### src/hw/rtl/u8d_pkg.sv
`timescale 1ns / 1ps

package u8d_pkg;

  localparam int unsigned BYTE_W = 8;
  localparam int unsigned CHAR_W = 16;
  localparam int unsigned COUNT_W = 17;

  localparam int unsigned PEND_DEPTH = 6;
  localparam int unsigned PEND_IDX_W = $clog2(PEND_DEPTH);
  localparam int unsigned PEND_CNT_W = $clog2(PEND_DEPTH + 1);

  localparam int unsigned QUEUE_DEPTH_DEF = 4;

  localparam int unsigned CFG_IDX_W = 2;
  localparam int unsigned CFG_DATA_W = 16;

  localparam logic [CFG_IDX_W-1:0] CFG_MODE = 2'd0;
  localparam logic [CFG_IDX_W-1:0] CFG_MAX_CHARS = 2'd1;
  localparam logic [CFG_IDX_W-1:0] CFG_REPL_CODE = 2'd2;

  localparam logic [1:0] MODE_UTF16 = 2'd0;
  localparam logic [1:0] MODE_LATIN = 2'd1;
  localparam logic [1:0] MODE_FAT = 2'd2;

  localparam logic [1:0] MODE_RESET = MODE_UTF16;
  localparam logic [CHAR_W-1:0] MAX_CHARS_RESET = 16'd255;
  localparam logic [CHAR_W-1:0] REPL_CODE_RESET = 16'd95;

  typedef struct packed {
    logic [1:0]        mode;
    logic [CHAR_W-1:0] max_chars;
    logic [CHAR_W-1:0] repl_code;
  } cfg_t;

  typedef struct packed {
    logic [BYTE_W-1:0] in_byte;
    logic              first;
    logic              reserved;
  } in_item_t;

  typedef struct packed {
    logic     valid;
    in_item_t item;
  } q_head_t;

  // The characters that a FAT file name cannot hold: < > : " \ | ? *
  function automatic logic fat_banned(input logic [BYTE_W-1:0] b);
    return (b == 8'h3C) || (b == 8'h3E) || (b == 8'h3A) || (b == 8'h22) ||
           (b == 8'h5C) || (b == 8'h7C) || (b == 8'h3F) || (b == 8'h2A);
  endfunction

endpackage

### src/hw/rtl/u8d_stream_if.sv
`timescale 1ns / 1ps

interface u8d_in_if;
  logic                        valid;
  logic                        ready;
  logic [u8d_pkg::BYTE_W-1:0]  in_byte;
  logic                        first;

  modport source (output valid, output in_byte, output first, input ready);
  modport sink (input valid, input in_byte, input first, output ready);
endinterface

interface u8d_out_if;
  logic                        valid;
  logic                        ready;
  logic [u8d_pkg::CHAR_W-1:0]  char_code;
  logic                        is_terminator;
  logic [u8d_pkg::COUNT_W-1:0] char_count;
  logic                        last;

  modport source (output valid, output char_code, output is_terminator,
                  output char_count, output last, input ready);
  modport sink (input valid, input char_code, input is_terminator,
                input char_count, input last, output ready);
endinterface

### src/hw/rtl/u8d_front.sv
`timescale 1ns / 1ps

module u8d_front #(
  parameter int unsigned QUEUE_DEPTH = u8d_pkg::QUEUE_DEPTH_DEF
) (
  input  logic              clk,
  input  logic              rst_n,
  u8d_in_if.sink            in_ch,
  input  logic              pop,
  output u8d_pkg::q_head_t  head
);

  localparam int unsigned PTR_W = (QUEUE_DEPTH > 1) ? $clog2(QUEUE_DEPTH) : 1;
  localparam int unsigned CNT_W = $clog2(QUEUE_DEPTH + 1);

  u8d_pkg::in_item_t q_r [QUEUE_DEPTH];
  u8d_pkg::in_item_t item;
  logic [PTR_W-1:0]  wr_ptr_r, wr_ptr_nxt;
  logic [PTR_W-1:0]  rd_ptr_r, rd_ptr_nxt;
  logic [CNT_W-1:0]  fill_r, fill_nxt;
  logic              push;
  logic              do_pop;

  assign in_ch.ready = (fill_r != CNT_W'(QUEUE_DEPTH));
  assign push = in_ch.valid && in_ch.ready;
  assign do_pop = pop && (fill_r != '0);

  always_comb begin
    item.in_byte = in_ch.in_byte;
    item.first = in_ch.first;
    item.reserved = u8d_pkg::fat_banned(in_ch.in_byte);
  end

  always_comb begin
    wr_ptr_nxt = wr_ptr_r;
    rd_ptr_nxt = rd_ptr_r;
    fill_nxt = fill_r;
    if (push) begin
      wr_ptr_nxt = (wr_ptr_r == PTR_W'(QUEUE_DEPTH - 1)) ? '0 : wr_ptr_r + PTR_W'(1);
    end
    if (do_pop) begin
      rd_ptr_nxt = (rd_ptr_r == PTR_W'(QUEUE_DEPTH - 1)) ? '0 : rd_ptr_r + PTR_W'(1);
    end
    unique case ({push, do_pop})
      2'b10: fill_nxt = fill_r + CNT_W'(1);
      2'b01: fill_nxt = fill_r - CNT_W'(1);
      default: fill_nxt = fill_r;
    endcase
  end

  always_ff @(posedge clk) begin
    if (!rst_n) begin
      wr_ptr_r <= '0;
      rd_ptr_r <= '0;
      fill_r <= '0;
    end else begin
      wr_ptr_r <= wr_ptr_nxt;
      rd_ptr_r <= rd_ptr_nxt;
      fill_r <= fill_nxt;
    end
    if (push) begin
      q_r[wr_ptr_r] <= item;
    end
  end

  assign head.valid = (fill_r != '0);
  assign head.item = q_r[rd_ptr_r];

endmodule

### src/hw/rtl/u8d_back.sv
`timescale 1ns / 1ps

module u8d_back (
  input  logic              clk,
  input  logic              rst_n,
  input  u8d_pkg::cfg_t     cfg,
  input  u8d_pkg::q_head_t  head,
  output logic              pop,
  u8d_out_if.source         out_ch
);

  localparam int unsigned IDX_W = u8d_pkg::PEND_IDX_W;
  localparam int unsigned CNT_W = u8d_pkg::PEND_CNT_W;
  localparam int unsigned CW = u8d_pkg::CHAR_W;
  localparam int unsigned KW = u8d_pkg::COUNT_W;

  typedef enum logic [1:0] {PH_START, PH_FLUSH, PH_FRESH, PH_TERM} phase_t;

  function automatic logic [CNT_W-1:0] lead_need(input logic [7:0] lead);
    logic [CNT_W-1:0] k;
    logic             run;
    k = '0;
    run = 1'b1;
    for (int i = 6; i >= 0; i--) begin
      if (run && lead[i]) begin
        k = k + CNT_W'(1);
      end else begin
        run = 1'b0;
      end
    end
    return k;
  endfunction

  phase_t           phase_r, phase_nxt;
  logic [7:0]       lead_r, lead_nxt;
  logic [7:0]       pend_r [u8d_pkg::PEND_DEPTH];
  logic [CNT_W-1:0] cnt_r, cnt_nxt;
  logic [IDX_W-1:0] idx_r, idx_nxt;
  logic [KW-1:0]    chars_r, chars_nxt;
  logic [CW-1:0]    bytes_r, bytes_nxt;
  logic             ended_r, ended_nxt;
  logic [7:0]       cur_r, cur_nxt;

  logic             out_valid_r, out_valid_nxt;
  logic [CW-1:0]    out_code_r, out_code_nxt;
  logic             out_term_r, out_term_nxt;
  logic [KW-1:0]    out_count_r, out_count_nxt;
  logic             out_last_r, out_last_nxt;

  logic             pend_we;
  logic [IDX_W-1:0] pend_wi;
  logic [7:0]       pend_wd;

  logic             slot_free;
  logic             first;
  logic             ended_eff;
  logic [7:0]       lead_eff;
  logic [KW-1:0]    chars_base;
  logic [CW-1:0]    bytes_eff;
  logic [7:0]       bf;
  logic [CNT_W-1:0] need;
  logic [CW-1:0]    seq_code;
  logic [KW-1:0]    term_cnt;

  logic             emit;
  logic             dv_fire;
  logic             dv_chain;
  logic             chain_more;
  logic [7:0]       chain_cur;
  logic [CW-1:0]    dv_c;
  logic [CW-1:0]    dv_out;
  logic [KW-1:0]    dv_inc;
  logic             dv_hit;

  assign slot_free = !out_valid_r || out_ch.ready;
  assign first = head.item.first;
  assign ended_eff = first ? 1'b0 : ended_r;
  assign lead_eff = first ? 8'h00 : lead_r;
  assign chars_base = (phase_r == PH_START && first) ? '0 : chars_r;
  assign bytes_eff = first ? '0 : bytes_r;
  assign term_cnt = (cfg.mode == u8d_pkg::MODE_LATIN) ? chars_base : chars_base + KW'(1);

  always_comb begin
    bf = head.item.in_byte;
    if (cfg.mode == u8d_pkg::MODE_FAT) begin
      if (bytes_eff >= cfg.max_chars) begin
        bf = 8'h00;
      end else if (head.item.reserved) begin
        bf = cfg.repl_code[7:0];
      end
    end
  end

  assign need = lead_need(lead_r);

  always_comb begin
    if (need == CNT_W'(1)) begin
      seq_code = {5'b0, lead_r[4:0], bf[5:0]};
    end else if (need == CNT_W'(2)) begin
      seq_code = {lead_r[3:0], pend_r[0][5:0], bf[5:0]};
    end else begin
      seq_code = cfg.repl_code;
    end
  end

  assign dv_inc = chars_base + KW'(1);
  assign dv_hit = dv_inc >= {1'b0, cfg.max_chars};
  assign dv_out = (cfg.mode != u8d_pkg::MODE_LATIN) ? dv_c :
                  {8'h00, (dv_c > 16'h00FF) ? cfg.repl_code[7:0] : dv_c[7:0]};

  always_comb begin
    phase_nxt = phase_r;
    lead_nxt = lead_r;
    cnt_nxt = cnt_r;
    idx_nxt = idx_r;
    chars_nxt = chars_r;
    bytes_nxt = bytes_r;
    ended_nxt = ended_r;
    cur_nxt = cur_r;
    pend_we = 1'b0;
    pend_wi = cnt_r[IDX_W-1:0];
    pend_wd = bf;
    pop = 1'b0;
    emit = 1'b0;
    out_code_nxt = out_code_r;
    out_term_nxt = out_term_r;
    out_count_nxt = out_count_r;
    out_last_nxt = out_last_r;
    dv_fire = 1'b0;
    dv_chain = 1'b0;
    chain_more = 1'b0;
    chain_cur = cur_r;
    dv_c = '0;

    unique case (phase_r)
      PH_START: begin
        if (head.valid && slot_free) begin
          pop = 1'b1;
          if (!ended_eff) begin
            ended_nxt = 1'b0;
            lead_nxt = lead_eff;
            chars_nxt = chars_base;
            bytes_nxt = bytes_eff;
            if (chars_base >= {1'b0, cfg.max_chars}) begin
              emit = 1'b1;
              out_code_nxt = '0;
              out_term_nxt = 1'b1;
              out_count_nxt = term_cnt;
              out_last_nxt = 1'b1;
              ended_nxt = 1'b1;
              lead_nxt = 8'h00;
            end else begin
              bytes_nxt = (bytes_eff == '1) ? bytes_eff : bytes_eff + CW'(1);
              if (lead_eff != 8'h00) begin
                if (bf[7:6] == 2'b10) begin
                  if (({1'b0, cnt_r} + (CNT_W + 1)'(1)) >= {1'b0, need}) begin
                    lead_nxt = 8'h00;
                    dv_fire = 1'b1;
                    dv_c = seq_code;
                  end else begin
                    pend_we = 1'b1;
                    cnt_nxt = cnt_r + CNT_W'(1);
                  end
                end else begin
                  // Broken sequence: the lead goes out raw, then the stored bytes, then the new byte.
                  lead_nxt = 8'h00;
                  cur_nxt = bf;
                  idx_nxt = '0;
                  dv_fire = 1'b1;
                  dv_chain = 1'b1;
                  dv_c = {8'h00, lead_eff};
                  chain_more = (cnt_r != '0);
                  chain_cur = bf;
                end
              end else if (bf[7:6] == 2'b11) begin
                lead_nxt = bf;
                cnt_nxt = '0;
              end else begin
                dv_fire = 1'b1;
                dv_c = {8'h00, bf};
              end
            end
          end
        end
      end
      PH_FLUSH: begin
        if (slot_free) begin
          dv_fire = 1'b1;
          dv_chain = 1'b1;
          dv_c = {8'h00, pend_r[idx_r]};
          chain_more = (CNT_W'(idx_r) + CNT_W'(1)) < cnt_r;
          idx_nxt = idx_r + IDX_W'(1);
        end
      end
      PH_FRESH: begin
        if (slot_free) begin
          dv_fire = 1'b1;
          dv_c = {8'h00, cur_r};
        end
      end
      PH_TERM: begin
        if (slot_free) begin
          emit = 1'b1;
          out_code_nxt = '0;
          out_term_nxt = 1'b1;
          out_count_nxt = term_cnt;
          out_last_nxt = 1'b1;
          ended_nxt = 1'b1;
          lead_nxt = 8'h00;
          phase_nxt = PH_START;
        end
      end
      default: phase_nxt = PH_START;
    endcase

    if (dv_fire) begin
      emit = 1'b1;
      phase_nxt = PH_START;
      if (dv_c == '0 && !dv_chain) begin
        out_code_nxt = '0;
        out_term_nxt = 1'b1;
        out_count_nxt = term_cnt;
        out_last_nxt = 1'b1;
        ended_nxt = 1'b1;
        lead_nxt = 8'h00;
      end else begin
        out_code_nxt = dv_out;
        out_term_nxt = 1'b0;
        out_count_nxt = '0;
        out_last_nxt = 1'b0;
        chars_nxt = dv_inc;
        priority if (dv_hit) begin
          phase_nxt = PH_TERM;
        end else if (!dv_chain) begin
          out_last_nxt = 1'b1;
        end else if (chain_more) begin
          phase_nxt = PH_FLUSH;
        end else if (chain_cur[7:6] == 2'b11) begin
          lead_nxt = chain_cur;
          cnt_nxt = '0;
          out_last_nxt = 1'b1;
        end else begin
          phase_nxt = PH_FRESH;
        end
      end
    end

    if (emit) begin
      out_valid_nxt = 1'b1;
    end else begin
      out_valid_nxt = out_valid_r && !out_ch.ready;
    end
  end

  always_ff @(posedge clk) begin
    if (!rst_n) begin
      phase_r <= PH_START;
      lead_r <= 8'h00;
      cnt_r <= '0;
      idx_r <= '0;
      chars_r <= '0;
      bytes_r <= '0;
      ended_r <= 1'b1;
      out_valid_r <= 1'b0;
    end else begin
      phase_r <= phase_nxt;
      lead_r <= lead_nxt;
      cnt_r <= cnt_nxt;
      idx_r <= idx_nxt;
      chars_r <= chars_nxt;
      bytes_r <= bytes_nxt;
      ended_r <= ended_nxt;
      out_valid_r <= out_valid_nxt;
    end
    if (pend_we) begin
      pend_r[pend_wi] <= pend_wd;
    end
    cur_r <= cur_nxt;
    out_code_r <= out_code_nxt;
    out_term_r <= out_term_nxt;
    out_count_r <= out_count_nxt;
    out_last_r <= out_last_nxt;
  end

  assign out_ch.valid = out_valid_r;
  assign out_ch.char_code = out_code_r;
  assign out_ch.is_terminator = out_term_r;
  assign out_ch.char_count = out_count_r;
  assign out_ch.last = out_last_r;

endmodule

### src/hw/rtl/utf8_to_utf16_stream_decoder_unit.sv
`timescale 1ns / 1ps

// UTF-8 to 16-bit character decoder, one byte word in, one character word out.
// The in_ch channel takes a byte and a first flag that opens a new string; the
// out_ch channel returns characters, and a terminator word that carries the
// character count. Each byte gives zero or more words, and the final word of a
// byte has last set. The user writes the cfg port (mode, max_chars and
// replacement_code) only while the block is idle; the block does not enforce it.
// A byte is accepted into a QUEUE_DEPTH-entry queue (four by default) and
// classified there; the decoder behind it takes one queued byte per cycle
// while not flushing and with its output register free, and registers its
// first word. While out_ch is ready, a byte that gives at most one word
// sustains one byte per cycle and a broken sequence is flushed one word per
// cycle, holding the decoder until all its words (up to nine) are out; the
// queue keeps taking bytes meanwhile. When out_ch stalls, the output register
// holds its word, the decoder waits and the queue fills, after which in_ch.ready
// drops. Reset empties the queue and the output register, restores the register
// defaults, and ignores bytes until one arrives with first set.

module utf8_to_utf16_stream_decoder_unit #(
  parameter int unsigned QUEUE_DEPTH = u8d_pkg::QUEUE_DEPTH_DEF
) (
  input  logic                             clk,
  input  logic                             rst_n,
  u8d_in_if.sink                           in_ch,
  u8d_out_if.source                        out_ch,
  input  logic                             cfg_we,
  input  logic [u8d_pkg::CFG_IDX_W-1:0]    cfg_index,
  input  logic [u8d_pkg::CFG_DATA_W-1:0]   cfg_data
);

  logic [1:0]                   mode_r, mode_nxt;
  logic [u8d_pkg::CHAR_W-1:0]   max_chars_r, max_chars_nxt;
  logic [u8d_pkg::CHAR_W-1:0]   repl_r, repl_nxt;
  u8d_pkg::cfg_t                cfg;
  u8d_pkg::q_head_t             head;
  logic                         pop;

  always_comb begin
    mode_nxt = mode_r;
    max_chars_nxt = max_chars_r;
    repl_nxt = repl_r;
    if (cfg_we) begin
      unique case (cfg_index)
        u8d_pkg::CFG_MODE: mode_nxt = cfg_data[1:0];
        u8d_pkg::CFG_MAX_CHARS: max_chars_nxt = cfg_data[u8d_pkg::CHAR_W-1:0];
        u8d_pkg::CFG_REPL_CODE: repl_nxt = cfg_data[u8d_pkg::CHAR_W-1:0];
        default: mode_nxt = mode_r;
      endcase
    end
  end

  always_ff @(posedge clk) begin
    if (!rst_n) begin
      mode_r <= u8d_pkg::MODE_RESET;
      max_chars_r <= u8d_pkg::MAX_CHARS_RESET;
      repl_r <= u8d_pkg::REPL_CODE_RESET;
    end else begin
      mode_r <= mode_nxt;
      max_chars_r <= max_chars_nxt;
      repl_r <= repl_nxt;
    end
  end

  always_comb begin
    cfg.mode = mode_r;
    cfg.max_chars = max_chars_r;
    cfg.repl_code = repl_r;
  end

  u8d_front #(
    .QUEUE_DEPTH (QUEUE_DEPTH)
  ) u_front (
    .clk   (clk),
    .rst_n (rst_n),
    .in_ch (in_ch),
    .pop   (pop),
    .head  (head)
  );

  u8d_back u_back (
    .clk    (clk),
    .rst_n  (rst_n),
    .cfg    (cfg),
    .head   (head),
    .pop    (pop),
    .out_ch (out_ch)
  );

endmodule

### src/flat_wrapper.sv
// flat-port wrapper written by rule: the top's interface ports become plain ports
module utf8_to_utf16_stream_decoder_unit_flat 
#(
  parameter int unsigned QUEUE_DEPTH = u8d_pkg::QUEUE_DEPTH_DEF
)
  (clk, rst_n, cfg_we, cfg_index, cfg_data, in_ch_valid, in_ch_in_byte, in_ch_first, in_ch_ready, out_ch_valid, out_ch_char_code, out_ch_is_terminator, out_ch_char_count, out_ch_last, out_ch_ready);
  u8d_in_if in_ch_i ();
  u8d_out_if out_ch_i ();
  input  logic clk;
  input  logic rst_n;
  input  logic cfg_we;
  input  logic [u8d_pkg::CFG_IDX_W-1:0] cfg_index;
  input  logic [u8d_pkg::CFG_DATA_W-1:0] cfg_data;
  input wire logic [$bits(in_ch_i.valid)-1:0] in_ch_valid;
  input wire logic [$bits(in_ch_i.in_byte)-1:0] in_ch_in_byte;
  input wire logic [$bits(in_ch_i.first)-1:0] in_ch_first;
  output wire logic [$bits(in_ch_i.ready)-1:0] in_ch_ready;
  output wire logic [$bits(out_ch_i.valid)-1:0] out_ch_valid;
  output wire logic [$bits(out_ch_i.char_code)-1:0] out_ch_char_code;
  output wire logic [$bits(out_ch_i.is_terminator)-1:0] out_ch_is_terminator;
  output wire logic [$bits(out_ch_i.char_count)-1:0] out_ch_char_count;
  output wire logic [$bits(out_ch_i.last)-1:0] out_ch_last;
  input wire logic [$bits(out_ch_i.ready)-1:0] out_ch_ready;
  assign in_ch_i.valid = in_ch_valid;
  assign in_ch_i.in_byte = in_ch_in_byte;
  assign in_ch_i.first = in_ch_first;
  assign in_ch_ready = in_ch_i.ready;
  assign out_ch_valid = out_ch_i.valid;
  assign out_ch_char_code = out_ch_i.char_code;
  assign out_ch_is_terminator = out_ch_i.is_terminator;
  assign out_ch_char_count = out_ch_i.char_count;
  assign out_ch_last = out_ch_i.last;
  assign out_ch_i.ready = out_ch_ready;
  utf8_to_utf16_stream_decoder_unit #(.QUEUE_DEPTH(QUEUE_DEPTH)) u_core (.clk(clk), .rst_n(rst_n), .in_ch(in_ch_i), .out_ch(out_ch_i), .cfg_we(cfg_we), .cfg_index(cfg_index), .cfg_data(cfg_data));
endmodule
### config.mk
export PLATFORM = sky130hd
export DESIGN_NAME = utf8_to_utf16_stream_decoder_unit_flat
export DESIGN_NICKNAME = d
export VERILOG_FILES = /design/src/hw/rtl/u8d_pkg.sv /design/src/hw/rtl/u8d_stream_if.sv /design/src/hw/rtl/u8d_front.sv /design/src/hw/rtl/u8d_back.sv /design/src/hw/rtl/utf8_to_utf16_stream_decoder_unit.sv /design/src/flat_wrapper.sv
export SDC_FILE = /design/constraint.sdc
export NUM_CORES = 1
export LEC_CHECK = 0
export ABC_AREA = 1
export BUFFER_PORTS_ARGS = -buffer_cell sky130_fd_sc_hd__clkbuf_2
export CAP_MARGIN = 20
export CELL_PAD_IN_SITES_DETAIL_PLACEMENT = 0
export CELL_PAD_IN_SITES_GLOBAL_PLACEMENT = 1
export CORE_UTILIZATION = 30
export DETAILED_ROUTE_END_ITERATION = 12
export GPL_TIMING_DRIVEN = 0
export PLACE_DENSITY_LB_ADDON = 0.1
export SETUP_SLACK_MARGIN = 0.3
export SLEW_MARGIN = 30
export SYNTH_ARGS = -nofsm -noshare
export SYNTH_HDL_FRONTEND = slang
export SYNTH_SLANG_ARGS = --single-unit
### constraint.sdc
create_clock -name clk -period 6.8 [get_ports clk]
set_input_delay 0.68 -clock clk [delete_from_list [all_inputs] [get_ports clk]]
set_output_delay 0.68 -clock clk [all_outputs]
set_load 0.05 [all_outputs]
Word-level counts from Yosys, hierarchy flattened
Memories as Yosys holds them, arrays and structs flattened. A register that Yosys moved wholly into a read port is not among the register bits.
Index checks and enable logic that the tools add are counted.

cells by class
  $lt $le $gt $ge = 6
  equal/unequal tests = 37
  reductions and logical operators = 42
  bitwise logic cells = 1
  multiplexer cells = 173
  shift operators = 0
  $mul = 0
  divide/modulo/power cells = 0
  add/sub/neg operators = 15

operators by type and width
  kind                                                                               count
  16-bit 2-to-1 mux                                                                  18
  8-bit 2-to-1 mux                                                                   28
  17-bit 2-to-1 mux                                                                  13
  3-bit 2-to-1 mux                                                                   28
  1-bit 2-to-1 mux                                                                   62
  8-bit by 6-bit equality test with 1-bit output (second input constant)             6
  16-bit one-hot mux with 3 select lines                                             1
  17-bit by 16-bit >= comparator with 1-bit output                                   2
  17-bit one-hot mux with 2 select lines                                             1
  16-bit one-hot mux with 2 select lines                                             1
  3-bit by 1-bit adder with 3-bit output (second input constant)                     9
  2-bit 2-to-1 mux                                                                   12
  2-bit equality test (second input constant)                                        10
  17-bit by 1-bit adder with 17-bit output (second input constant)                   1
  16-bit by 1-bit adder with 16-bit output (second input constant)                   1
  16-bit equality test (second input constant)                                       1
  8-bit by 7-bit equality test with 1-bit output (second input constant)             2
  16-bit >= comparator                                                               1
  16-bit by 8-bit greater-than comparator with 1-bit output (second input constant)  1
  16-bit zero test                                                                   1
  8-bit one-hot mux with 2 select lines                                              1
  1-bit logical AND                                                                  12
  1-bit one-hot mux with 2 select lines                                              6
  3-bit one-hot mux with 2 select lines                                              2
  other kinds (24)                                                                   54

word-level totals
  word-level logic and storage cells = 295
  bits in registers = 135
  memory bits (writable) = 88
  bits in latches = 0
  memories kept = 2
  input bits = 32
  bits in read-only memories = 0
  output and inout bits = 37

memories
  memory                words  width  read ports  clocked after memory_dff  wr ports  line             source
  u_core.u_back.pend_r  6      8      2           1                         1         u8d_back.sv:36   logic [7:0] pend_r [u8d_pkg::PEND_DEPTH];
  u_core.u_front.q_r    4      10     1           1                         1         u8d_front.sv:16  u8d_pkg::in_item_t q_r [QUEUE_DEPTH];

Logic depth before layout (Yosys ltp)
Gate-level depths: netlist (run 1).

  depth in word-level cells = 28
  mapped depth = 39
  depth with buffers taken out = 38

By module
From an unflattened synthesis (run 1), not the netlist that was laid out.

second synthesis, totals
  cells, all modules = 1,739
  area, all modules = 13,287.7 sq um

by module, submodules not included
  module                             sequential area each (sq um)  instances  area an instance (sq um)  cells an instance
  u8d_back                           3,733.6                       1          9,859.5                   1,368
  u8d_front                          1,381.3                       1          2,048.2                   177
  utf8_to_utf16_stream_decoder_unit  680.7                         1          1,380.1                   194

Worst setup path before layout (run 1)
No wires, ideal clock.

  path type = reg2reg
  start point = reg u_core.u_back.lead_r[5]
  end point = reg u_core.u_back.out_code_r[0], in the netlist u_core.u_back.out_ch.char_code[0] (enable)
  setup time = 0.694 ns
  buffers on the path = 2
  data required time = 6.106 ns
  cell stages (with the launch flop) = 31
  clock period less this slack = 6.020 ns
  arrival = 5.326 ns
  path slack = 0.780 ns
  path through = dfxtp_1 > inv_1 > o21ai_0 > inv_1 > ha_1 > o21ai_0 > inv_1 > ha_1 > nand3b_1 > and2_1 > ha_1 > nand2_1 > nand2_1 > ha_1 > or2_1 > nand2_1 > ha_1 > o21ai_0 > nand2_1 > nand2_1 > nand3_1 > inv_1 > nand2_1 > nor2_1 > inv_2 > nand3_2 > a21oi_4 > buf_4 > inv_2 > buf_2 > o21ai_0

on the way
  word-level cells in the longest chain between the ends = 22
  elaborated cells between the ends (all ways) = 38
  those cells by class = add/sub: 5; order compare: 1; eq/ne: 4; mux: 19; reduce/logical: 9

ends and longest elaborated chain
  item                                                                               line                            source
  from (decl)                                                                        u8d_back.sv:35                  logic [7:0] lead_r, lead_nxt;
  from (signal assigned)                                                             u8d_back.sv:267                 lead_r <= lead_nxt;
  1-bit logical AND                                                                  u8d_back.sv:25                  if (run && lead[i]) begin
  3-bit 2-to-1 mux or 1-bit 2-to-1 mux (tied branches)                               u8d_back.sv:25
  3-bit by 1-bit adder with 3-bit output or 1-bit logical AND (tied branches)        u8d_back.sv:26, u8d_back.sv:25
  3-bit 2-to-1 mux or 1-bit 2-to-1 mux (tied branches)                               u8d_back.sv:25
  3-bit by 1-bit adder with 3-bit output or 1-bit logical AND (tied branches)        u8d_back.sv:26, u8d_back.sv:25
  3-bit 2-to-1 mux or 1-bit 2-to-1 mux (tied branches)                               u8d_back.sv:25
  3-bit by 1-bit adder with 3-bit output or 1-bit logical AND (tied branches)        u8d_back.sv:26, u8d_back.sv:25
  3-bit 2-to-1 mux or 1-bit 2-to-1 mux (tied branches)                               u8d_back.sv:25
  (+6 left out)                                                                      n/a
  1-bit 2-to-1 mux                                                                   u8d_back.sv:155                 if (bf[7:6] == 2'b10) begin
  1-bit 2-to-1 mux (*)                                                               u8d_back.sv:154                 if (lead_eff != 8'h00) begin
  1-bit 2-to-1 mux (*)                                                               u8d_back.sv:144                 if (chars_base >= {1'b0, cfg.max_chars}) begin
  1-bit 2-to-1 mux (*)                                                               u8d_back.sv:139                 if (!ended_eff) begin
  1-bit 2-to-1 mux (*)                                                               u8d_back.sv:137                 if (head.valid && slot_free) begin
  1-bit one-hot mux with 2 select lines (*)                                          u8d_back.sv:135                 unique case (phase_r)
  3-bit by 2-bit != test with 1-bit output (no source line) (tied with other cells)  n/a
  5-bit AND reduction (no source line) (*)                                           n/a
  to (signal assigned)                                                               u8d_back.sv:279                 out_code_r <= out_code_nxt;
  to (decl)                                                                          u8d_back.sv:45                  logic [CW-1:0] out_code_r, out_code_nxt;

Mark *: on every way between the ends. The rest lies on a longest branch, timed or not.
A chain may end at the register's enable or synchronous reset.

Worst setup path in the final report (run 1)
Same ends and word-level chain as after synthesis.

==> results of run 1 <==
[report_power, final]
| part | switching, uW | internal (uW) | leakage (uW) |
|---|---|---|---|
| combinational | 2680 | 929 | 0.00420 |
| clock | 625 | 851 | 0.000442 |
| sequential | 107 | 1810 | 0.00199 |
[logic make-up (layout without fill, tap and decap cells)]
kind of cell / after synthesis / after routing
AOI/OAI and AO/OA: 303 / 303
muxes: 1 / 1
xor gates and xnor gates: 15 / 15
buffers and inverters: 258 / 383
adders and majority gates: 71 / 71
DFF: 228 / 228
and+or+nand+nor: 809 / 809
[metrics by stage]
step                      hold slack, ns  utilization, %  area [um2]
after floorplan                    0.423               -       13200
after global placement             0.437            33.0       14300
after global routing               0.341            35.5       15300
after detailed placement           0.454            33.3       14400
after CTS                          0.325            35.4       15300
final                              0.363            35.5       15300
[routing by layer]
metal | routed length (um) | track usage (%) | up-vias | share of wire (%)
li1 | - | - | 5829 | -
met2 | 21400 | 34.9 | 188 | 46
met3 | 1750 | 2.42 | 45 | 3.8
met5 | 0 | 0 | - | 0
met1 | 22200 | 28.7 | 5453 | 48
met4 | 848 | 5.00 | 0 | 1.8
[area by class of cell]
| type | instances | area [um2] | share of cell area (%) |
|---|---|---|---|
| inverters | 205 | 776 | 5.06 |
| well taps | 585 | 732 | 4.77 |
| multi-input cells | 1199 | 6440 | 42.0 |
| clock inverters | 18 | 123 | 0.799 |
| repair buffers | 72 | 410 | 2.68 |
| plain buffers | 53 | 288 | 1.88 |
| clock buffers | 35 | 779 | 5.08 |
| flip-flops and latches | 228 | 5800 | 37.8 |
[flip-flops by register name, indices dropped and copies added (netlist names), 8 cells and up, named ones only]
| name | flops |
|---|---|
| u_core.u_back.pend_r | 48 |
| u_core.u_front.q_r | 40 |
| u_core.u_back.chars_r | 17 |
| u_core.u_back.out_ch.char_count | 17 |
| u_core.max_chars_r | 16 |
| u_core.repl_r | 16 |
| u_core.u_back.bytes_r | 16 |
| u_core.u_back.out_ch.char_code | 16 |
| u_core.u_back.cur_r | 8 |
| u_core.u_back.lead_r | 8 |
[worst max path at each step]
| stage | start | end | depth (start not counted) |
|---|---|---|---|
| after global placement | flop | u_core.u_back.out_ch.char_count[10] | 23 |
| final | u_core.u_back.lead_r[5] | u_core.u_back.out_ch.char_code[0] | 33 |
| after detailed placement | u_core.u_back.lead_r[5] | u_core.u_back.out_ch.char_count[11] | 33 |
| after floorplan | u_core.u_back.lead_r[5] | u_core.u_back.out_ch.char_code[0] | 30 |
| after CTS | u_core.u_back.lead_r[5] | u_core.u_back.out_ch.char_count[7] | 33 |
| after global routing | u_core.u_back.lead_r[5] | u_core.u_back.out_ch.last | 37 |
[Yosys cell counts (4+ instances only)]
| master | instances |
|---|---|
| sky130_fd_sc_hd__a211oi_1 | 7 |
| sky130_fd_sc_hd__a21oi_1 | 88 |
| sky130_fd_sc_hd__a31oi_1 | 8 |
| sky130_fd_sc_hd__a32o_1 | 5 |
| sky130_fd_sc_hd__a32oi_1 | 10 |
| sky130_fd_sc_hd__buf_2 | 7 |
| sky130_fd_sc_hd__buf_4 | 7 |
| sky130_fd_sc_hd__buf_6 | 7 |
| sky130_fd_sc_hd__clkbuf_1 | 30 |
| sky130_fd_sc_hd__dfxtp_1 | 105 |
| sky130_fd_sc_hd__edfxtp_1 | 123 |
| sky130_fd_sc_hd__ha_1 | 70 |
| sky130_fd_sc_hd__inv_1 | 193 |
| sky130_fd_sc_hd__inv_2 | 7 |
| sky130_fd_sc_hd__nand2_1 | 385 |
| sky130_fd_sc_hd__nand2_2 | 11 |
| sky130_fd_sc_hd__nand2_4 | 6 |
| sky130_fd_sc_hd__nand3_1 | 83 |
| sky130_fd_sc_hd__nand3_2 | 9 |
| sky130_fd_sc_hd__nand4_1 | 10 |
| sky130_fd_sc_hd__nor2_1 | 221 |
| sky130_fd_sc_hd__nor2_2 | 20 |
| sky130_fd_sc_hd__nor2_4 | 5 |
| sky130_fd_sc_hd__nor3_1 | 30 |
| sky130_fd_sc_hd__nor3b_1 | 4 |
| sky130_fd_sc_hd__nor4_1 | 8 |
| sky130_fd_sc_hd__o211ai_1 | 9 |
| sky130_fd_sc_hd__o21ai_0 | 134 |
| sky130_fd_sc_hd__o21ai_1 | 10 |
| sky130_fd_sc_hd__o22ai_1 | 10 |
| sky130_fd_sc_hd__xor2_1 | 14 |
[repair_timing]
item                       CTS  global route
resized for setup            0             9
hold buffers                 0             0
setup endpoints to repair    0            66
[worst reg2reg max path, delay by kind of cell (launching register included)]
family | cells | cell delay (ns)
compound gates | 4 | 0.97
buf+inv | 12 | 1.59
fa+ha+maj | 5 | 1.22
simple gates | 12 | 1.56
flops | 1 | 0.39
==> summary.log, run 1 <==
qor: logic_synthesis.synth_top_flop_cell sky130_fd_sc_hd__edfxtp_1
qor: timing.report.final.setup_viol 0
qor: timing.final_period_minus_worst_setup_slack 6.00 ns
qor: timing.slew_headroom 37.8%
qor: timing.grt_setup_unrepaired false
qor: worst_setup_path.cp_max_fo 20
qor: logic_synthesis.ys_ff_latch 228
qor: logic_synthesis.synthArstFlopShare 0%
qor: outcome.status complete, no violations
qor: worst_setup_path.crit-reg2reg-launch u_core.u_back.lead_r[5]
qor: logic_synthesis.post_synth_inst_count 1685
qor: worst_setup_path.critPathArrivalTime 6.26 ns
qor: logic_synthesis.synth-seq-area-share 43.9%
qor: timing.final.period_utilization 88.3%
qor: clocking.clockBufferDepth 3
qor: logic_synthesis.synthSimpleGateAreaFrac 27.2%
qor: timing.fmaxAchievable 167 MHz
qor: logic_synthesis.synth.mux.area_fraction 0.0758%
qor: clocking.cts_tree yes
qor: detailed_routing.detail_route.first_pass.iterations 5
qor: power_and_ir_drop.power.static_leakage 0.00663 uW
qor: placed_design.detailed_place_hpwl 36400 um
qor: cells_and_area.mostFrequentLayoutCell sky130_fd_sc_hd__nand2_1
qor: detailed_routing.drt_iter0_markers 662
qor: detailed_routing.ant_nets 0
qor: floorplanning.design.die.area 44900 um2
qor: placed_design.placed_cells_incl_taps 2342
qor: clocking.post_cts_buffers 0
qor: grt.first_pass_grt_wire_length 69800 um
qor: worst_setup_path.r2r_end u_core.u_back.out_ch.char_code[0]
qor: floorplanning.pin_count 69
qor: logic_synthesis.post_synth_num_cell_types 63
qor: timing.worst-slew-pin-transition 0.927 ns
qor: logic_synthesis.synth.largest_area_cell sky130_fd_sc_hd__edfxtp_1
qor: power_and_ir_drop.worst_ir_drop_vdd 213 uV
qor: worst_setup_path.cp_num_buf_inv 12
qor: floorplanning.initial_cell_density_of_the_core 30.5%
qor: clocking.number_of_cts_inserted_buffers 29
qor: power_and_ir_drop.pwr_dens 457 nW/um2
qor: logic_synthesis.synthAdderAreaFrac 6.79%
qor: cells_and_area.final_cell_count_no_fill 2395
qor: worst_setup_path.regToRegSetupSlack 0.80 ns
qor: detailed_routing.detail_route.drc_violations 0
qor: grt.first_global_vias 11.3k
qor: floorplanning.die_w 212 um
qor: min_path.whs_path_depth 1
qor: cells_and_area.layout.cells.most_common_list sky130_fd_sc_hd__nand2_1 (385), sky130_fd_sc_hd__nor2_1 (213), sky130_fd_sc_hd__inv_1 (193)
qor: worst_setup_path.setup.worst_path.start_class flop
qor: placed_design.dpl_worst_slack 0.626 ns
qor: worst_setup_path.critical-path-max-stage-delay 0.39 ns
qor: logic_synthesis.yosysTopAreaCellShare 28.0%
qor: placed_design.number_of_buffer_cells_added_on_primary_ports 67
qor: cells_and_area.area_growth_from_synthesis_to_layout 16.2%
qor: detailed_routing.route.vias.total 11.5k
qor: logic_synthesis.syn-mean-instance-area 7.84 um2
qor: logic_synthesis.mappedNetlistArea 13200 um2
qor: min_path.hold_class in -> reg
qor: cells_and_area.diodes 0
qor: min_path.startpoint_of_the_worst_hold_path in_ch_first
qor: grt.number_of_antenna_violations_at_the_first_check_in_global_routing 1
qor: worst_setup_path.critPathKind reg -> reg
qor: logic_synthesis.synth_enable_flop_cells 123
qor: floorplanning.die_height 212 um
qor: worst_setup_path.critPathMostFrequentCell sky130_fd_sc_hd__inv_1
qor: logic_synthesis.mapped_nets 1788
qor: cells_and_area.fillerInstances 4574
qor: grt.grt_start_max_net_pins 21
qor: cells_and_area.final_layout_size_suffix_gt1_share 12.9%
qor: detailed_routing.post_drt_wl_per_cell 19.3 um
qor: timing.setup_slack 0.799 ns
qor: floorplanning.std_cell_rows 76
qor: clocking.cts_htree_levels 1
qor: run.maxCapViolCount 0
qor: logic_synthesis.ys.warnings.count 0
qor: cells_and_area.nNetsFinal 1891
qor: worst_setup_path.cp_slowest_cell sky130_fd_sc_hd__dfxtp_1
qor: logic_synthesis.post_synth_main_area_contributors sky130_fd_sc_hd__edfxtp_1 (28%), sky130_fd_sc_hd__dfxtp_1 (16%), sky130_fd_sc_hd__nand2_1 (11%)
qor: clocking.sink_count 228
qor: clocking.ctsRootBufferMaster sky130_fd_sc_hd__clkbuf_16
qor: timing.fin_worst_skew 0.0150 ns
qor: worst_setup_path.critical_path.top_delay_family buffers and inverters
qor: detailed_routing.detail_route.vias_per_cell 4.81
qor: power_and_ir_drop.p_total 7010 uW
qor: worst_setup_path.worst_ep_required_time 7.06 ns
qor: min_path.hold_end u_core.u_front.q_r[0][1]
qor: logic_synthesis.synth_compound_gate_area_share 13.0%
qor: grt.gr-total-overflow 0
qor: logic_synthesis.synth-xor-area-share 0.995%
qor: clocking.clock_transition_at_the_registers_of_the_reported_paths 0.06 ns
qor: timing.final-hold-violation-count 0
qor: timing.finalSetupTns 0 ns
qor: placed_design.routabilityCongestion 0.873
qor: grt.gr-usage-all-layers 20.9%
qor: logic_synthesis.synth_top_family_by_area simple AND/OR/NAND/NOR gates
qor: timing.final-max-slew-violation-count 0
qor: floorplanning.floorplan.core_area 43300 um2
qor: worst_setup_path.worst_r2r_path_depth 33
qor: detailed_routing.route.final.wire_length 46200 um
qor: clocking.worstSkewPairLatency 0.56 ns
qor: worst_setup_path.worst_setup_path_end_kind flop
Note: power is estimated with default switching activity, not from simulation.
==> inputs of run 2 (changes only) <==
- CORE_MARGIN: not set -> 2
- CORE_UTILIZATION: 30 -> 45
- RECOVER_POWER: not set -> 50
==> run 2 against run 1 <==
Against the previous run:
- routed wire length shrank 11%
- via count grew 1.7%
- maximum frequency shrank 1.5%
- count of clock-buffer cells in the layout shrank 7
- design area shrank 3.2%
- flip-flop and latch count is the same
- utilization grew 16 points
- die area shrank 31%
- combinational power shrank 5%
- critical endpoint is now u_core.u_back.out_ch.char_count[11]
==> summary.log, run 2 (synthesis results as in run 1) <==
qor: detailed_routing.drt_iter0_markers 921 [+39%]
qor: clocking.number_of_cts_inserted_buffers 25 [-14%]
qor: cells_and_area.final_cell_count_no_fill 2188 [-8.6%]
qor: worst_setup_path.critPathArrivalTime 6.33 ns [+0.07 ns]
qor: power_and_ir_drop.power.static_leakage 0.00642 uW [-3.3%]
qor: cells_and_area.finish.utilization 51.6% [+16 points]
qor: detailed_routing.route.final.wire_length 41100 um [-11%]
qor: worst_setup_path.worst_r2r_path_depth 32 [-3.0%]
qor: grt.grt_start_max_net_pins 15 [-29%]
qor: placed_design.number_of_buffer_cells_added_on_primary_ports 67 [unchanged]
qor: worst_setup_path.worst_setup_path_end_kind flop
qor: timing.grt_setup_unrepaired false
qor: power_and_ir_drop.worst_ir_drop_vdd 368 uV [+73%]
qor: timing.report.final.setup_viol 0 [unchanged]
qor: detailed_routing.detail_route.first_pass.iterations 5 [unchanged]
qor: floorplanning.floorplan.core_area 28800 um2 [-33%]
qor: clocking.clock_transition_at_the_registers_of_the_reported_paths 0.06 ns [about the same]
qor: worst_setup_path.r2r_end u_core.u_back.out_ch.char_count[11]
qor: cells_and_area.final_layout_size_suffix_gt1_share 8.76% [-4.1 points]
qor: cells_and_area.fillerInstances 2909 [-36%]
qor: timing.fmaxAchievable 164 MHz [-1.5%]
qor: min_path.whs_path_depth 1 [unchanged]
qor: grt.number_of_antenna_violations_at_the_first_check_in_global_routing 0 [-1]
qor: timing.fin_worst_skew 0.0172 ns [+0.00219 ns]
qor: worst_setup_path.worst_ep_required_time 7.04 ns [-0.02 ns]
qor: cells_and_area.mostFrequentLayoutCell sky130_fd_sc_hd__nand2_1
qor: floorplanning.die_w 175 um [-17%]
qor: grt.first_pass_grt_wire_length 62900 um [-9.8%]
qor: timing.final_period_minus_worst_setup_slack 6.09 ns [+0.0885 ns]
qor: floorplanning.pin_count 69 [unchanged]
qor: outcome.status complete, no violations
qor: power_and_ir_drop.p_total 6690 uW [-4.5%]
qor: cells_and_area.nNetsFinal 1888 [-0.16%]
qor: detailed_routing.detail_route.vias_per_cell 5.35 [+11%]
qor: placed_design.routabilityCongestion 0.920 [+5.3%]
qor: worst_setup_path.critical-path-max-stage-delay 0.53 ns [+0.14 ns]
qor: cells_and_area.layout.cells.most_common_list sky130_fd_sc_hd__nand2_1 (388), sky130_fd_sc_hd__nor2_1 (221), sky130_fd_sc_hd__inv_1 (193)
qor: detailed_routing.route.vias.total 11.7k [+1.7%]
qor: clocking.clockBufferDepth 3 [unchanged]
qor: clocking.worstSkewPairLatency 0.54 ns [-0.02 ns]
qor: cells_and_area.max_flop_register u_core.u_back.pend_r
qor: detailed_routing.post_drt_wl_per_cell 18.8 um [-2.6%]
qor: timing.final-max-slew-violation-count 0 [unchanged]
qor: placed_design.detailed_place_hpwl 32400 um [-11%]
qor: worst_setup_path.critPathMostFrequentCell sky130_fd_sc_hd__nand2_1
qor: timing.worst-slew-pin-transition 1.10 ns [+0.173 ns]
qor: cells_and_area.largest_register_ff_count 48 [unchanged]
qor: floorplanning.design.die.area 30700 um2 [-31%]
qor: grt.gr-total-overflow 0 [unchanged]
qor: min_path.startpoint_of_the_worst_hold_path in_ch_first
qor: timing.final-hold-violation-count 0 [unchanged]
qor: detailed_routing.ant_nets 0 [unchanged]
qor: cells_and_area.area_growth_from_synthesis_to_layout 12.5%
qor: cells_and_area.reg.largest.list u_core.u_back.pend_r (48), u_core.u_front.q_r (40)
qor: min_path.hold_class in -> reg
qor: cells_and_area.diodes 0 [unchanged]
qor: timing.final.period_utilization 89.6% [+1.3 points]
qor: clocking.cts_htree_levels 1 [unchanged]
qor: worst_setup_path.cp_max_fo 14 [-30%]
qor: floorplanning.die_height 175 um [-17%]
qor: min_path.hold_end u_core.u_front.q_r[0][1]
qor: worst_setup_path.setup.worst_path.start_class flop
qor: clocking.cts_hold_buffers 0 [unchanged]
qor: power_and_ir_drop.pwr_dens 451 nW/um2 [-1.3%]
qor: floorplanning.std_cell_rows 62 [-18%]
qor: placed_design.placed_cells_incl_taps 2142 [-8.5%]
qor: grt.gr-usage-all-layers 26.7% [+5.7 points]
qor: detailed_routing.detail_route.drc_violations 0 [unchanged]
qor: floorplanning.initial_cell_density_of_the_core 45.9% [+15 points]
qor: timing.slew_headroom 26.1% [-12 points]
qor: clocking.cts_tree yes
qor: clocking.sink_count 228 [unchanged]
qor: run.maxCapViolCount 0 [unchanged]
qor: grt.first_global_vias 11.1k [-2.3%]
qor: worst_setup_path.critPathKind reg -> reg
qor: clocking.ctsRootBufferMaster sky130_fd_sc_hd__clkbuf_16
qor: worst_setup_path.regToRegSetupSlack 0.71 ns [-0.09 ns]
qor: worst_setup_path.cp_slowest_cell sky130_fd_sc_hd__nand2_1
[run 2: changes by cell type in the layout (fill, tap and decap cells not counted), sizes merged]
cell,before,now
clkbuf,132,126
clkinv,16,13
bufinv,1,3
inv,202,204
clkinvlp,4,3
[run 2: metal layers]
metal  vias to the layer above  track usage, %  share of wire, %
met5                         -               0                 0
met4                         0            7.85               3.0
met3                        69            3.57               5.9
met2                       328            45.6                48
met1                      5494            35.3                44
li1                       5820               -                 -
[run 2: through the flow]
step	instance area (um2)	TNS (ns)	hold WS (ns)	worst slack, ns
final	14800	0	0.413	0.710
after global routing	14800	0	0.404	0.306
after CTS	14900	0	0.348	0.718
after detailed placement	14100	0	0.450	0.743
after global placement	14000	-40.83	0.439	-1.17
after floorplan	13200	0	0.423	0.780
[run 2: layout make-up]
cell class / count / area (um2) / area share (%)
multi-input cells: 1199 / 6370 / 42.9
flip-flops and latches: 228 / 5800 / 39.0
inverters: 205 / 776 / 5.23
clock buffers: 28 / 637 / 4.29
well taps: 384 / 480 / 3.24
repair buffers: 73 / 332 / 2.23
plain buffers: 53 / 285 / 1.92
clock inverters: 18 / 169 / 1.14
[run 2: worst max-delay path, delay by kind of cell, from the launching register on]
| family | cells | cell delay, ns |
|---|---|---|
| compound gates | 2 | 0.54 |
| fa+ha+maj | 1 | 0.24 |
| buf+inv | 11 | 2.19 |
| flops | 1 | 0.44 |
| simple gates | 18 | 2.31 |
[run 2: power by group]
| part | internal, uW | total (uW) | switching, uW | leakage, uW |
|---|---|---|---|---|
| Clock | 787 | 1350 | 563 | 0.000383 |
| Sequential | 1810 | 1920 | 109 | 0.00199 |
| Combinational | 847 | 3420 | 2570 | 0.00405 |
[run 2: repair_timing]
item / in CTS / in global routing
endpoints found under the setup margin: 0 / 1
hold endpoints to repair: 0 / 0
setup buffers: 0 / 0
resized for setup: 0 / 1
[run 2: worst max-delay path by stage]
| stage | startpoint | endpoint | depth (start not counted) |
|---|---|---|---|
| after global routing | u_core.u_back.lead_r[5] | u_core.u_back.out_ch.char_count[11] | 33 |
| after CTS | u_core.u_back.lead_r[5] | u_core.u_back.out_ch.char_count[11] | 33 |
| after floorplan | u_core.u_back.lead_r[5] | u_core.u_back.out_ch.char_code[0] | 30 |
| after global placement | u_core.u_back.lead_r[4] | u_core.u_back.out_ch.char_count[10] | 29 |
| final | flop | u_core.u_back.out_ch.char_count[11] | 32 |
| after detailed placement | u_core.u_back.lead_r[5] | u_core.u_back.out_ch.char_count[10] | 33 |
==> inputs of run 3 (changes only) <==
- ABC_AREA: 1 -> not set
==> run 3 against run 2 <==
Against the previous run:
- design area about the same
- worst hold slack got worse by 0.034 ns
- combinational power decreased by 34%
- largest cell class unchanged
- cell count decreased by 16%
- largest power group unchanged
- critical path type unchanged
- clock skew increased by 0.0029 ns
- first-iteration DRC count decreased by 7.2%
==> summary.log, run 3 <==
qor: timing.report.final.setup_viol 0 [unchanged]
qor: detailed_routing.detail_route.vias_per_cell 5.75 [+7.4%]
qor: floorplanning.std_cell_rows 61 [-1.6%]
qor: timing.fin_worst_skew 0.0201 ns [+0.00288 ns]
qor: detailed_routing.detail_route.first_pass.iterations 5 [unchanged]
qor: logic_synthesis.post_synth_num_cell_types 85 [+35%]
qor: grt.gr-total-overflow 0 [unchanged]
qor: worst_setup_path.cp_max_fo 14 [unchanged]
qor: worst_setup_path.critPathKind reg -> reg
qor: min_path.hold_class in -> reg
qor: logic_synthesis.synth_enable_flop_cells 123 [unchanged]
qor: floorplanning.design.die.area 29700 um2 [-3.3%]
qor: cells_and_area.diodes 0 [unchanged]
qor: worst_setup_path.setup.worst_path.start_class flop
qor: min_path.whs_path_depth 3 [+2]
qor: grt.number_of_antenna_violations_at_the_first_check_in_global_routing 0 [unchanged]
qor: cells_and_area.reg.largest.list u_core.u_back.pend_r (48), u_core.u_front.q_r (40)
qor: worst_setup_path.cp_slowest_cell sky130_fd_sc_hd__a2111oi_4
qor: worst_setup_path.critical-path-max-stage-delay 0.65 ns [+0.12 ns]
qor: power_and_ir_drop.switch_share 40.6% [-7.9 points]
qor: logic_synthesis.mappedNetlistArea 12800 um2 [-3.3%]
qor: power_and_ir_drop.worst_ir_drop_vdd 272 uV [-26%]
qor: floorplanning.floorplan.core_area 27900 um2 [-3.2%]
qor: grt.grt_use_met3 4.10% [+0.53 points]
qor: clocking.number_of_cts_inserted_buffers 26 [+4.0%]
qor: grt.first_global_vias 9695 [-12%]
qor: power_and_ir_drop.clkPwrFrac 25.2% [+5.0 points]
qor: power_and_ir_drop.p_total 5440 uW [-19%]
qor: floorplanning.pin_count 69 [unchanged]
qor: clocking.clockBufferDepth 3 [unchanged]
qor: clocking.cts_htree_levels 1 [unchanged]
qor: logic_synthesis.ys_top_cells_by_count sky130_fd_sc_hd__nand2_1 (184), sky130_fd_sc_hd__edfxtp_1 (123), sky130_fd_sc_hd__nor2_1 (107), sky130_fd_sc_hd__dfxtp_1 (105), sky130_fd_sc_hd__a21oi_1 (88)
qor: cells_and_area.max_flop_register u_core.u_back.pend_r
qor: detailed_routing.ant_nets 0 [unchanged]
qor: grt.groute.layer.met2.usage 40.1% [-5.4 points]
qor: worst_setup_path.worst_ep_required_time 7.24 ns [+0.20 ns]
qor: logic_synthesis.ys_ff_latch 228 [unchanged]
qor: logic_synthesis.yosysTopAreaCellShare 28.9% [+0.97 points]
qor: worst_setup_path.worst_r2r_path_depth 22 [-31%]
qor: logic_synthesis.synth-seq-area-share 45.4% [+1.5 points]
qor: cells_and_area.mostFrequentLayoutCell sky130_fd_sc_hd__nand2_1
qor: logic_synthesis.synthArstFlopShare 0% [unchanged]
qor: timing.final_period_minus_worst_setup_slack 6.33 ns [+0.242 ns]
qor: placed_design.number_of_buffer_cells_added_on_primary_ports 67 [unchanged]
qor: min_path.startpoint_of_the_worst_hold_path cfg_data[11]
qor: clocking.cts_hold_buffers 0 [unchanged]
qor: power_and_ir_drop.p_int 3230 uW [-6.4%]
qor: detailed_routing.route.vias.total 10.5k [-10%]
qor: power_and_ir_drop.comb_power_share 41.5% [-9.6 points]
qor: cells_and_area.layout.cells.most_common_list sky130_fd_sc_hd__nand2_1 (181), sky130_fd_sc_hd__edfxtp_1 (123), sky130_fd_sc_hd__nor2_1 (106)
qor: grt.gr-usage-all-layers 26.5% [-0.19 points]
qor: worst_setup_path.critPathMostFrequentCell sky130_fd_sc_hd__clkbuf_1
qor: logic_synthesis.ys.warnings.count 0 [unchanged]
qor: cells_and_area.finish.utilization 53.3% [+1.7 points]
qor: timing.grt_setup_unrepaired true
qor: logic_synthesis.syn-mean-instance-area 9.73 um2 [+24%]
qor: cells_and_area.nNetsFinal 1535 [-19%]
qor: logic_synthesis.synthMostInstantiatedCell sky130_fd_sc_hd__nand2_1
qor: timing.hold-worst-slack 0.379 ns [-0.0337 ns]
qor: power_and_ir_drop.power.static_leakage 0.00556 uW [-13%]
qor: timing.fmaxAchievable 158 MHz [-3.8%]
qor: grt.grt_start_max_net_pins 31 [+16]
qor: clocking.ctsRootBufferMaster sky130_fd_sc_hd__clkbuf_16
qor: grt.gr-usage-met1 39.7% [+4.4 points]
qor: cells_and_area.final_layout_size_suffix_gt1_share 13.4% [+4.6 points]
qor: logic_synthesis.post_synth_main_area_contributors sky130_fd_sc_hd__edfxtp_1 (29%), sky130_fd_sc_hd__dfxtp_1 (16%), sky130_fd_sc_hd__ha_1 (6.9%)
qor: min_path.hold_end u_core.max_chars_r[11]
qor: worst_setup_path.path_cells buf_4 > mux2i_1 > mux2_2 > clkbuf_1 > clkbuf_1 > and2_1 > ha_1 > and4_1 > nor4b_1 > o211ai_2 > o221a_2 > buf_2 > a2111oi_4 > o21ai_0 > o22ai_1 > or4_4 > nor3_4 > nor2_4 > inv_4 > buf_12 > or3b_2 > o22ai_2
qor: logic_synthesis.mapped_nets 1415 [-21%]
qor: grt.first_pass_grt_wire_length 58700 um [-6.8%]
qor: timing.slew_headroom 17.6% [-8.5 points]
qor: detailed_routing.drt_iter0_markers 855 [-7.2%]
qor: timing.worst-slew-pin-transition 1.20 ns [+0.105 ns]
qor: cells_and_area.largest_register_ff_count 48 [unchanged]
qor: detailed_routing.route.final.wire_length 39300 um [-4.4%]
qor: power_and_ir_drop.seqPwrFrac 33.3% [+4.6 points]
qor: worst_setup_path.r2r_end u_core.u_back.lead_r[4]
qor: placed_design.detailed_place_hpwl 29700 um [-8.4%]
qor: logic_synthesis.post_synth_inst_count 1312 [-22%]
qor: timing.final.period_utilization 93.1% [+3.6 points]
qor: floorplanning.initial_cell_density_of_the_core 45.8% [-0.067 points]
qor: floorplanning.die_height 172 um [-1.6%]
qor: worst_setup_path.regToRegSetupSlack 0.47 ns [-0.24 ns]
qor: worst_setup_path.critPathArrivalTime 6.78 ns [+0.45 ns]
qor: run.maxCapViolCount 0 [unchanged]
qor: timing.final-max-slew-violation-count 0 [unchanged]
qor: power_and_ir_drop.pwr_dens 366 nW/um2 [-19%]
qor: detailed_routing.post_drt_wl_per_cell 21.5 um [+14%]
qor: clocking.worstSkewPairLatency 0.54 ns [about the same]
qor: clocking.sink_count 228 [unchanged]
qor: outcome.status complete, no violations
qor: clocking.clock_transition_at_the_registers_of_the_reported_paths 0.06 ns [about the same]
qor: clocking.cts_tree yes
qor: timing.final-hold-violation-count 0 [unchanged]
qor: cells_and_area.area_growth_from_synthesis_to_layout 16.4%
qor: logic_synthesis.synth_top_flop_cell sky130_fd_sc_hd__edfxtp_1
qor: worst_setup_path.worst_setup_path_end_kind flop
qor: floorplanning.die_w 172 um [-1.6%]
qor: grt.grt-busiest-layer met2
qor: detailed_routing.detail_route.drc_violations 0 [unchanged]
qor: logic_synthesis.synth.largest_area_cell sky130_fd_sc_hd__edfxtp_1
qor: placed_design.routabilityCongestion 0.972 [+5.7%]
qor: power_and_ir_drop.net-switching-power 2210 uW [-32%]
-- run 3: cell types whose count changed in the layout (fill, tap and decap cells not counted), sizes merged, moves of 18 or more --
cell    before  now
o211ai       9   27
nor2       248  108
mux4         0   18
mux2i        1   27
inv        204   67
o21ai      145   46
xnor2        1   32
nor2b        0   19
clkbuf     126  146
nand2      404  186
and2         2   29
nand3       92   39
-- run 3: worst max-delay path by stage --
stage,slack [ns],endpoint,cells past startpoint,from
floorplan,0.49,u_core.u_back.chars_r[7],33,u_core.u_back.lead_r[4]
global placement,-0.86,u_core.u_back.out_ch.char_count[10],27,u_core.u_back.lead_r[4]
detailed placement,-0.69,u_core.u_back.out_ch.char_code[9],34,u_core.u_back.lead_r[4]
CTS,0.36,u_core.u_back.lead_r[4],22,flop
global route,0.13,u_core.u_back.chars_r[6],23,flop
finish,0.47,u_core.u_back.lead_r[4],22,flop
-- run 3: per-layer routing --
layer	vias to the layer above	wire length, um
li1	5044	-
met5	-	0
met1	5037	18900
met4	0	795
met3	60	2710
met2	376	16900
-- run 3: cell families (layout without fill, tap and decap cells) --
| family | count (synthesis) | after routing | synth area share, % |
|---|---|---|---|
| XOR/XNOR | 43 | 43 | 2.95 |
| AO/OA/AOI/OAI | 286 | 286 | 15.2 |
| buffers and inverters | 125 | 265 | 4.17 |
| AND/OR/NAND/NOR | 506 | 506 | 19.2 |
| flip-flops | 228 | 228 | 45.4 |
| multiplexers | 53 | 53 | 6.00 |
| adder cells (fa/ha/maj) | 71 | 71 | 7.02 |
-- run 3: power groups by stage --
stage | logic (uW) | registers [uW] | clock network [uW]
floorplan | 1150 | 2110 | 0
global placement | 2030 | 1840 | 0
detailed placement | 2060 | 1840 | 0
CTS | 2110 | 1810 | 1390
global route | 2400 | 1830 | 1440
finish | 2260 | 1810 | 1370
-- run 3: layout make-up --
class                   count  area, um2
flip-flops and latches    228       5800
plain buffers              57        303
well taps                 378        473
clock inverters             8       47.5
fillers                  2602      13000
repair buffers             92        509
inverters                  68        263
multi-input cells         959       6660
clock buffers              40        806
-- run 3: timing repair --
action / 4_1_cts / 5_1_grt
resized for setup: 17 / 45
gates cloned: 0 / 2
pin swaps: 5 / 16
endpoints found under the hold margin: 0 / 0
setup endpoints to repair: 101 / 101
setup buffers: 5 / 16
-- run 3: critical path: cells and delay by family, from the launching register on --
family / cells / cell delay, ns
AOI/OAI and AO/OA: 6 / 1.84
adders and majority gates: 1 / 0.19
buffers and inverters: 6 / 1.55
DFF: 1 / 0.37
muxes: 2 / 0.55
and+or+nand+nor: 7 / 1.72
-- run 3: through the flow --
stage	TNS [ns]	cells	instance area, um2	worst slack [ns]
finish	0	1830	14900	0.468
global route	0	1830	14900	0.130
CTS	0	1812	14600	0.364
detailed placement	-29.97	1759	13600	-0.690
global placement	-60.56	1757	13600	-0.856
floorplan	0	1312	12800	0.490
